$ cat src/ssm_pkg.sv
`default_nettype none

package ssm_pkg;

    localparam int MAX_NEEDLE_DEF = 32;
    localparam int BYTE_W         = 8;
    localparam int LEN_W          = 6;
    localparam int NEEDLE_WORDS   = 4;
    localparam int WORD_W         = 64;
    localparam int BYTES_PER_WORD = WORD_W / BYTE_W;
    localparam int CFG_IDX_W      = 3;

    typedef enum logic [CFG_IDX_W-1:0] {
        REG_NEEDLE_LEN = 3'd0,
        REG_WORD_0     = 3'd1,
        REG_WORD_1     = 3'd2,
        REG_WORD_2     = 3'd3,
        REG_WORD_3     = 3'd4
    } t_cfg_reg;

    // Control broadcast to every cell of the chain.
    typedef struct packed {
        logic adv;   // a haystack beat is accepted this cycle
        logic clr;   // restart the search, drop all partial matches
    } t_cell_ctl;

endpackage

`default_nettype wire

$ cat src/ssm_cell.sv
`default_nettype none

module ssm_cell
    import ssm_pkg::*;
(
    input  wire logic              i_clk,
    input  wire logic              i_rst_n,
    input  wire t_cell_ctl         i_ctl,
    input  wire logic [BYTE_W-1:0] i_byte,
    input  wire logic [BYTE_W-1:0] i_needle_byte,
    input  wire logic              i_prev_match,
    output logic                   o_match,
    output logic                   o_hit
);

    logic r_match;

    // The needle prefix that ends here matches if the shorter prefix matched
    // one beat earlier and this byte equals our needle byte.
    assign o_hit   = i_prev_match & (i_byte == i_needle_byte);
    assign o_match = r_match;

    always_ff @(posedge i_clk) begin
        if (!i_rst_n) begin
            r_match <= 1'b0;
        end else if (i_ctl.clr) begin
            r_match <= 1'b0;
        end else if (i_ctl.adv) begin
            r_match <= o_hit;
        end
    end

endmodule

`default_nettype wire

$ cat src/ssm_out_buf.sv
`default_nettype none

module ssm_out_buf (
    input  wire logic i_clk,
    input  wire logic i_rst_n,
    input  wire logic i_push,
    input  wire logic i_data,
    output logic      o_ready,
    output logic      o_valid,
    output logic      o_data,
    input  wire logic i_ready
);

    logic r_out_valid;
    logic r_out_data;
    logic r_skid_valid;
    logic r_skid_data;
    logic w_pop;

    assign w_pop   = r_out_valid & i_ready;
    assign o_ready = !r_skid_valid;
    assign o_valid = r_out_valid;
    assign o_data  = r_out_data;

    always_ff @(posedge i_clk) begin
        if (!i_rst_n) begin
            r_out_valid  <= 1'b0;
            r_skid_valid <= 1'b0;
        end else if (w_pop) begin
            if (r_skid_valid) begin
                r_out_data   <= r_skid_data;
                r_skid_valid <= i_push;
                r_skid_data  <= i_data;
            end else begin
                r_out_valid <= i_push;
                r_out_data  <= i_data;
            end
        end else if (!r_out_valid) begin
            r_out_valid <= i_push;
            r_out_data  <= i_data;
        end else if (i_push) begin
            // The output beat is stalled, park the new result.
            r_skid_valid <= 1'b1;
            r_skid_data  <= i_data;
        end
    end

endmodule

`default_nettype wire

$ cat src/streaming_substring_match.sv
// Streaming substring matcher.
// Haystack bytes enter on the s_axis channel, one byte per beat in tdata[7:0].
// For every accepted byte one result beat leaves on m_axis: tdata[0] is 1 when
// that byte completes an occurrence of the needle; overlapping occurrences all
// count. The needle (up to MAX_NEEDLE bytes) and its length are written on the
// cfg channel; index 0 is the length, indexes 1 to 4 are the needle words.
// A write to a known index restarts the search; other indexes are ignored.
// A length of zero acts as one, a length above MAX_NEEDLE as MAX_NEEDLE.
// The search runs in a chain of MAX_NEEDLE cells; cell i holds whether the
// first i+1 needle bytes matched the most recent bytes. Each byte is compared
// in all cells at once, so one byte is taken every cycle while s_axis tready
// is high; its result is registered in the output buffer and leaves on m_axis.
// A two-entry output buffer lets the input keep flowing for one beat while
// the receiver stalls; after that s_axis tready drops until a beat is taken.
// Reset empties the output buffer, clears all partial matches, sets the
// length to one and the needle to zeros.
`default_nettype none

module streaming_substring_match
    import ssm_pkg::*;
#(
    parameter int MAX_NEEDLE = MAX_NEEDLE_DEF
) (
    input  wire logic                 i_clk,
    input  wire logic                 i_rst_n,
    input  wire logic                 i_s_axis_tvalid,
    output logic                      o_s_axis_tready,
    input  wire logic [BYTE_W-1:0]    i_s_axis_tdata,   // [7:0] hay_byte
    output logic                      o_m_axis_tvalid,
    input  wire logic                 i_m_axis_tready,
    output logic [BYTE_W-1:0]         o_m_axis_tdata,   // [0] match_found, [7:1] zero
    input  wire logic                 i_cfg_valid,
    output logic                      o_cfg_ready,
    input  wire logic [CFG_IDX_W-1:0] i_cfg_index,
    input  wire logic [WORD_W-1:0]    i_cfg_data
);

    localparam int LenW = (MAX_NEEDLE > 1) ? $clog2(MAX_NEEDLE) : 1;

    logic [LenW-1:0]     r_len_m1;
    logic [WORD_W-1:0]   r_needle_word [NEEDLE_WORDS];
    logic [LEN_W-1:0]    w_len_field;
    logic [LenW-1:0]     w_len_m1;
    logic                w_cfg_wr;
    logic                w_cfg_known;
    logic                w_in_acc;
    t_cell_ctl           w_ctl;
    logic [MAX_NEEDLE-1:0] w_match;
    logic [MAX_NEEDLE-1:0] w_hit;
    logic                w_out_data;

    assign o_cfg_ready = 1'b1;
    assign w_cfg_wr    = i_cfg_valid & o_cfg_ready;
    assign w_in_acc    = i_s_axis_tvalid & o_s_axis_tready;
    assign w_len_field = i_cfg_data[LEN_W-1:0];

    always_comb begin
        case (t_cfg_reg'(i_cfg_index))
            REG_NEEDLE_LEN, REG_WORD_0, REG_WORD_1,
            REG_WORD_2, REG_WORD_3: w_cfg_known = 1'b1;
            default:                w_cfg_known = 1'b0;
        endcase
    end

    always_comb begin
        if (w_len_field == '0) begin
            w_len_m1 = '0;
        end else if (w_len_field > LEN_W'(MAX_NEEDLE)) begin
            w_len_m1 = LenW'(MAX_NEEDLE - 1);
        end else begin
            w_len_m1 = LenW'(w_len_field - LEN_W'(1));
        end
    end

    always_ff @(posedge i_clk) begin
        if (!i_rst_n) begin
            r_len_m1 <= '0;
            for (int w = 0; w < NEEDLE_WORDS; w++) begin
                r_needle_word[w] <= '0;
            end
        end else if (w_cfg_wr) begin
            case (t_cfg_reg'(i_cfg_index))
                REG_NEEDLE_LEN: r_len_m1         <= w_len_m1;
                REG_WORD_0:     r_needle_word[0] <= i_cfg_data;
                REG_WORD_1:     r_needle_word[1] <= i_cfg_data;
                REG_WORD_2:     r_needle_word[2] <= i_cfg_data;
                REG_WORD_3:     r_needle_word[3] <= i_cfg_data;
                default:        ;
            endcase
        end
    end

    assign w_ctl.clr = w_cfg_wr & w_cfg_known;
    assign w_ctl.adv = w_in_acc;

    for (genvar i = 0; i < MAX_NEEDLE; i++) begin : g_cell
        logic w_prev;
        if (i == 0) begin : g_head
            assign w_prev = 1'b1;
        end else begin : g_link
            assign w_prev = w_match[i-1];
        end

        ssm_cell u_cell (
            .i_clk         (i_clk),
            .i_rst_n       (i_rst_n),
            .i_ctl         (w_ctl),
            .i_byte        (i_s_axis_tdata),
            .i_needle_byte (r_needle_word[i / BYTES_PER_WORD]
                                         [(i % BYTES_PER_WORD) * BYTE_W +: BYTE_W]),
            .i_prev_match  (w_prev),
            .o_match       (w_match[i]),
            .o_hit         (w_hit[i])
        );
    end

    ssm_out_buf u_out_buf (
        .i_clk   (i_clk),
        .i_rst_n (i_rst_n),
        .i_push  (w_in_acc),
        .i_data  (w_hit[r_len_m1]),
        .o_ready (o_s_axis_tready),
        .o_valid (o_m_axis_tvalid),
        .o_data  (w_out_data),
        .i_ready (i_m_axis_tready)
    );

    assign o_m_axis_tdata = {{(BYTE_W-1){1'b0}}, w_out_data};

    // A restart leaves no partial match behind.
    a_restart_clears: assert property (@(posedge i_clk) disable iff (!i_rst_n)
        w_cfg_wr && w_cfg_known |=> w_match == '0)
        else $error("partial matches survive a restart");

    // The input only stalls while a result beat is pending.
    a_stall_needs_output: assert property (@(posedge i_clk) disable iff (!i_rst_n)
        !o_s_axis_tready |-> o_m_axis_tvalid)
        else $error("input stalled with no output pending");

    // The first cell tracks a one-byte comparison with needle byte zero.
    a_head_cell: assert property (@(posedge i_clk) disable iff (!i_rst_n)
        w_in_acc && !w_cfg_wr |=>
            w_match[0] == ($past(i_s_axis_tdata) == r_needle_word[0][BYTE_W-1:0]))
        else $error("head cell disagrees with the last accepted byte");

    // The selected length always names an existing cell.
    a_len_in_range: assert property (@(posedge i_clk) disable iff (!i_rst_n)
        32'(r_len_m1) < MAX_NEEDLE)
        else $error("needle length beyond the cell chain");

endmodule

`default_nettype wire
$ cat config.mk
export PLATFORM = sky130hd
export DESIGN_NAME = streaming_substring_match
export DESIGN_NICKNAME = d
export VERILOG_FILES = /design/src/ssm_pkg.sv /design/src/ssm_cell.sv /design/src/ssm_out_buf.sv /design/src/streaming_substring_match.sv
export SDC_FILE = /design/constraint.sdc
export NUM_CORES = 1
export LEC_CHECK = 0
export ABC_AREA = 1
export BUFFER_PORTS_ARGS = -buffer_cell sky130_fd_sc_hd__buf_4
export CAP_MARGIN = 25
export CORE_MARGIN = 2
export CORE_UTILIZATION = 60
export CTS_BUF_LIST = sky130_fd_sc_hd__clkbuf_16
export CTS_CLUSTER_SIZE = 30
export DETAILED_ROUTE_END_ITERATION = 8
export HOLD_SLACK_MARGIN = 0.05
export PLACE_DENSITY = 0.79
export SLEW_MARGIN = 30
export SYNTH_ARGS = -nofsm -noshare
export SYNTH_HDL_FRONTEND = slang
export SYNTH_SLANG_ARGS = --single-unit
export TNS_END_PERCENT = 10
$ cat constraint.sdc
create_clock -name i_clk -period 8.1 [get_ports i_clk]
set_input_delay 1.62 -clock i_clk [delete_from_list [all_inputs] [get_ports i_clk]]
set_output_delay 1.62 -clock i_clk [all_outputs]
set_load 0.02 [all_outputs]
# Yosys cells after proc, flatten, opt, wreduce, memory -nomap -nowiden
# Memories as Yosys holds them, arrays and structs flattened.
# Index checks and enable logic that the tools add are counted.
# Widths: inputs -> output; s select.
# op_classes
magnitude_cmp	2
addsub	1
eq_ne	39
n_mux	40
reduce_logical	11
bitwise	39
# op_table
cell	count
$eq 8x8->1	32
$mux 64	4
$and 1x1->1	34
$mux 1	33
$mux 5	2
$eq 3x2->1 const B	2
$gt 6x6->1 const B	1
$logic_not 6->1	1
$lt 5x6->1 const B	1
$reduce_and 2->1	3
$bmux 1 s5	1
$reduce_or 5->1	1
$sub 5x1->5 const B	1
$ne 2x2->1 const B	2
$or 1x1->1	4
$reduce_and 4->1	1
$reduce_bool 2->1	2
$eq 3x1->1 const B	1
$eq 3x3->1 const B	1
$logic_not 3->1	1
$ne 2x1->1 const B	1
$reduce_or 2->1	1
$logic_not 1->1	1
$not 1->1	1
# word_totals
ff_bits	40
mem_bits_rw	256
out_inout_bits	11
input_bits	80
n_memories	1
wordCells	169
# mem_list
name	words	width	rd	rd_clocked_by_memory_dff	write_ports	line	text
r_needle_word	4	64	4	0	4	streaming_substring_match.sv:41	logic [WORD_W-1:0] r_needle_word [NEEDLE_WORDS];

# Depth between registers and ports, before layout
# An unclocked memory read counts as a cell.
# depth
ltp_word	8
mapped_depth	16
ltp_nobuf	14

# By module
# A second synthesis with hierarchy kept.
# unflattened
cells_unflattened	2412
hier_area_um2	17827.1
# by_module_without_submodules
module	area_per_inst_um2	instances	cells_per_inst	seq_area_each_um2
streaming_substring_match	9862.0	1	754	7787.5
ssm_cell	242.7	32	51	20.0
ssm_out_buf	197.7	1	26	100.1

# Worst setup path after synthesis
# OpenSTA, ideal clock, no wires.
# synth_path
path_kind	input port to flip-flop
startpoint	input i_cfg_index[0]
endpoint	memory r_needle_word[3][0], enable pin
slack_ps	1082
setup_time_ps	574
cell_stages	4
t_required_ps	7526
path_buffers	1
arrival_time_ps	6444
path_cell_list	clkbuf_1 nor2_1 nand2_1 o21ai_0
# synth_rtl
element	line	text
start, declared	streaming_substring_match.sv:34	input wire logic [CFG_IDX_W-1:0] i_cfg_index,
end, declared	streaming_substring_match.sv:41	

# Worst setup path in the final report
# layout_path
startpoint	input i_s_axis_tdata[3]
endpoint	register u_out_buf.r_skid_data (data pin)
# layout_via
elab_chain_len	7
word_cells_on_any_way	69
cone_classes	32 x eq/ne; 6 x mux; 31 x bitwise
# layout_rtl
element	line	text
start, declared	streaming_substring_match.sv:28	input wire logic [BYTE_W-1:0] i_s_axis_tdata,
$eq 8x8->1	ssm_cell.sv:20	assign o_hit = i_prev_match & (i_byte == i_needle_byte);
$and 1x1->1	ssm_cell.sv:20	
$bmux 1 s5 *	streaming_substring_match.sv:121	.i_data (w_hit[r_len_m1]),
$mux 1 (not written as such) *	streaming_substring_match.sv:121	
net u_out_buf.i_data	ssm_out_buf.sv:7	input wire logic i_data,
$mux 1	ssm_out_buf.sv:41	end else if (i_push) begin
$mux 1	ssm_out_buf.sv:38	end else if (!r_out_valid) begin
$mux 1 *	ssm_out_buf.sv:29	end else if (w_pop) begin
end signal, assigned	ssm_out_buf.sv:33	r_skid_data <= i_data;
end signal, assigned	ssm_out_buf.sv:44	r_skid_data <= i_data;
end, declared	ssm_out_buf.sv:17	logic r_skid_data;
# The timed path passes the listed nets; every way through them passes the cells marked *. The select of a mux whose other input is x is not followed.
# A chain may end at the register's enable or synchronous reset.

==> results by stage <==
Power:
- The total power per unit cell area is 213 mW/mm^2.
- The switching part of the total is 25.2%.
- The portion of total power attributed to the clock network is about two fifths.
- The power share of the sequential group is 50.9%.
- The net switching component of the power is slightly below 0.9 mW.
- The total leakage power is about 7.3 nW.
- The peak ir drop on the vdd network is 154 uV.
- The internal power summed over all cells is 2.66 mW.
- Per report_power, the combinational group accounts for a little over a tenth of the total.

Worst setup path:
- The critical setup path kind is in2reg.
- Data arrives at the worst endpoint at 3720 ps.
- The kind of start point of the critical path is an input pin.
- In this run the worst path has a maximum fanout of 43.
- The data required time at the worst endpoint is 8430 ps.
- STA classifies the critical path endpoint as a register.

STA:
- The final max-slew violation count came to 0.
- In this run the tightest slew margin relative to its limit is roughly a third.
- The actual transition at the worst max-transition pin is between 900 and 1000 ps.
- The final critical path time including I/O delays and setup is approximately 3400 ps.
- The maximum clock frequency is 295 MHz.
- In the final timing run, aggregate negative setup slack is 0 ps.
- Setup repair after global routing left no endpoint under its margin.
- Clock skew on the completed layout was measured at 9.08 ps.
- The count of final setup violators is 0.
- The ratio of final minimum period to clock period is about two fifths.
- Across all hold checks on the routed design, the worst slack comes to 516 ps.
- The number of hold-slack violations in the final timing report is 0.

Synthesis:
- Of all cell types, the one taking the most synthesized area is sky130_fd_sc_hd__edfxtp_1.
- The compound-cell area share of the yosys netlist is 5.22%.
- By area, the combinational part of the netlist is dominated by simple AND/OR/NAND/NOR gates.
- Among all flip-flop cells after synthesis, the most frequent one is sky130_fd_sc_hd__edfxtp_1.
- The count of flip-flops with a built-in enable after synthesis is 258.
- In the synthesized netlist, mux cells make up 0% of the area.
- In the post-synthesis netlist, the biggest area contributors are sky130_fd_sc_hd__edfxtp_1 51%, sky130_fd_sc_hd__nand2_1 9.9%, sky130_fd_sc_hd__nor2_1 8.9%.
- By count the netlist is led by 397 x sky130_fd_sc_hd__nand2_1, 359 x sky130_fd_sc_hd__nor2_1, 258 x sky130_fd_sc_hd__edfxtp_1.
- The cell with the most instances after synthesis is sky130_fd_sc_hd__nand2_1.
- Of all flip-flops after synthesis, the portion carrying an async set or reset was 0%.
- After Yosys synthesis, full adders, half adders and majority gates account for 0.166% of the synthesized area.
- Synthesis produced 1745 cells.
- The count of unique library cells instantiated by Yosys is 39.
- After synthesis, the mean cell area works out to approximately 8.7 um^2.
- The synthesized design devotes to its leading area cell type 51.2% of total area.
- The xor and xnor area share after synthesis is 4.69%.
- The number of register bits inferred by synthesis is 296.
- The post-synthesis instance area is 0.0151 mm^2.
- The share of the yosys chip area belonging to registers is 56.3%.
- The count of yosys warnings during synthesis is 0.
- The share of synthesized cell area in and, or, nand and nor gates is 24.4%.

GRT:
- The first global-routing pass estimated 62300 um of wire.
- The via count of the first global-routing pass is 11700.
- The total overflow left after global routing is 0.
- The number of antenna violations at the first check in global routing was 0.
- Entering global routing, the biggest net connects 65 pins.
- Global routing used 30.8% of the available tracks.

Route:
- Once detail routing completed, the nets flagged for antenna violations numbered 0.
- The DRC violation count after routing is 0.
- The number of vias per cell after detailed routing is 5.67.
- The mean routed wirelength per cell is 18.8 um.
- The total number of vias is 12100.
- The number of iterations in the first detailed-routing pass is 6.
- The first routing iteration left 1459 violations.
- The routed design has ~40000 um of wire.

CTS:
- The hold-fix buffer count after cts is 0.
- The root buffer cell chosen for the clock tree is sky130_fd_sc_hd__clkbuf_16.
- The number of buffers on the longest clock path is 3.
- The number of sinks driven by the clock tree is a little under 300.
- TritonCTS built the clock tree.
- After clock tree synthesis, the clock-pin slew on the worst setup and hold paths is 60 ps.
- The post-CTS setup buffer count is 0.
- Counting the buffers created by CTS gives 30.
- At the later pin of the worst-skew pair, clock insertion delay measures 560 ps.
- The H-tree depth reported by CTS is 1.
- Gates resized during post-CTS repair numbered 0.

Placed design:
- The post-detailed-placement half-perimeter wirelength is 24000 um.
- The count of buffers added on input and output ports is 82.
- Routability-driven placement finished with a final weighted congestion of 0.863.

Cells and area:
- The relative area change from synthesis to final layout is 10.6%.
- Cells with a size suffix above 1 make up about a tenth of the layout.
- In the final design database the tool counted 1867 nets.
- Across the whole layout, storage elements account for 0.00851 mm^2.
- The number of inserted filler cells in the final layout is roughly 2000.
- The multi-input logic area is roughly 0.0053 mm^2.
- The number of antenna repair diodes is 0.

Floorplanning:
- The starting density of the core is 60.6%.
- The die covers between 0.02 and 0.03 mm^2.
- The area inside the core boundary is roughly 0.025 mm^2.
- The initialized floorplan defines 58 standard-cell rows.
- The I/O pin count is between 90 and 100.
- The die width is between 150 and 200 um.
- The die is about 160 um tall.

Outcome:
- The flow ran to the end, and the final reports show no timing, DRC or antenna violations.

Run:
- The number of violations of the max-capacitance limit is 0.

Hold path:
- The worst min-delay path category is reg2reg.
per-stage QoR:
| stage | power, mW | std cells | area (um^2) | worst slack (ps) | util, % |
|---|---|---|---|---|---|
| after detailed placement | 2.20 | 2083 | 15700 | 4200 | 63.1 |
| after CTS | 3.55 | 2139 | 16700 | 4790 | 67.0 |
| after global routing | 3.67 | 2139 | 16700 | 4520 | 67.0 |
| after floorplan | 2.08 | 1751 | 15100 | 1080 | - |
| final | 3.56 | 2139 | 16700 | 4710 | 67.0 |
| after global placement | 2.19 | 2083 | 15700 | 4240 | 63.1 |
sequential cells by signal, indices dropped and copies added, names as in the netlist:
register and flops:
g_cell.u_cell.o_match 31, r_len_m1 5, u_out_buf.o_valid 1, r_needle_word 256
u_out_buf.r_skid_data 1, u_out_buf.r_skid_valid 1, u_out_buf.o_data 1
kinds of logic after synthesis:
kind of cell             count (synthesis)
XOR/XNOR                                81
buffers and inverters                  313
flip-flops                             296
AO/OA/AOI/OAI                          141
other                                    2
adder cells (fa/ha/maj)                  2
AND/OR/NAND/NOR                        910
critical path, stage by stage:
cell and delay [ps]:
sky130_fd_sc_hd__buf_4 230, sky130_fd_sc_hd__inv_2 680, sky130_fd_sc_hd__nand2_1 110, sky130_fd_sc_hd__nand2_1 90
sky130_fd_sc_hd__inv_1 40, sky130_fd_sc_hd__nand2_1 70, sky130_fd_sc_hd__nor2_1 50, sky130_fd_sc_hd__nand3_1 130
sky130_fd_sc_hd__nand2_1 70, sky130_fd_sc_hd__nand3_1 80, sky130_fd_sc_hd__nand3_1 140, sky130_fd_sc_hd__nand3_1 130
sky130_fd_sc_hd__nand3_1 100, sky130_fd_sc_hd__and2_1 150
power groups by stage:
stage               registers [mW]  clock network (mW)  logic (mW)
CTS                           1.81                1.38       0.366
global placement              1.84                   0       0.353
finish                        1.81                1.38       0.371
detailed placement            1.84                   0       0.362
global route                  1.82                1.44       0.408
floorplan                     1.83                   0       0.256
final cells by class:
type,count,area share [%]
clock inverters,25,1.17
inverters,222,5.04
flip-flops and latches,296,50.9
clock buffers,31,4.64
repair buffers,93,4.24
multi-input cells,1142,31.6
well taps,330,2.47
metal layers:
layer | track usage (%) | up-vias | wire length, um
li1 | - | 5596 | -
met1 | 42.6 | 5693 | 15800
met2 | 49.9 | 709 | 18600
met3 | 3.87 | 126 | 4180
met4 | 12.3 | 0 | 1660
met5 | 0 | - | 0
final timing paths:
check	startpoint	to	slack (ps)	cells past startpoint
setup / recovery	i_s_axis_tdata[3]	u_out_buf.r_skid_data	4710	14
hold / removal	g_cell[0].u_cell.o_match	g_cell[0].u_cell.o_match	520	2
setup reg to reg	r_len_m1[0]	u_out_buf.r_skid_data	5990	9
hold reg to reg	g_cell[0].u_cell.o_match	g_cell[0].u_cell.o_match	520	2
cell usage in the layout, fill, tap and decap left out, types with 27 or more instances in the layout:
cell type                   count
sky130_fd_sc_hd__dfxtp_1       38
sky130_fd_sc_hd__nand3_1       93
sky130_fd_sc_hd__buf_4         90
sky130_fd_sc_hd__xor2_1        54
sky130_fd_sc_hd__o21ai_0       52
sky130_fd_sc_hd__inv_1        221
sky130_fd_sc_hd__a21oi_1       43
sky130_fd_sc_hd__xnor2_1       27
sky130_fd_sc_hd__nor2_1       358
sky130_fd_sc_hd__edfxtp_1     258
sky130_fd_sc_hd__nand2_1      394
sky130_fd_sc_hd__clkbuf_16     31
Power figures use the tool's default switching activity.
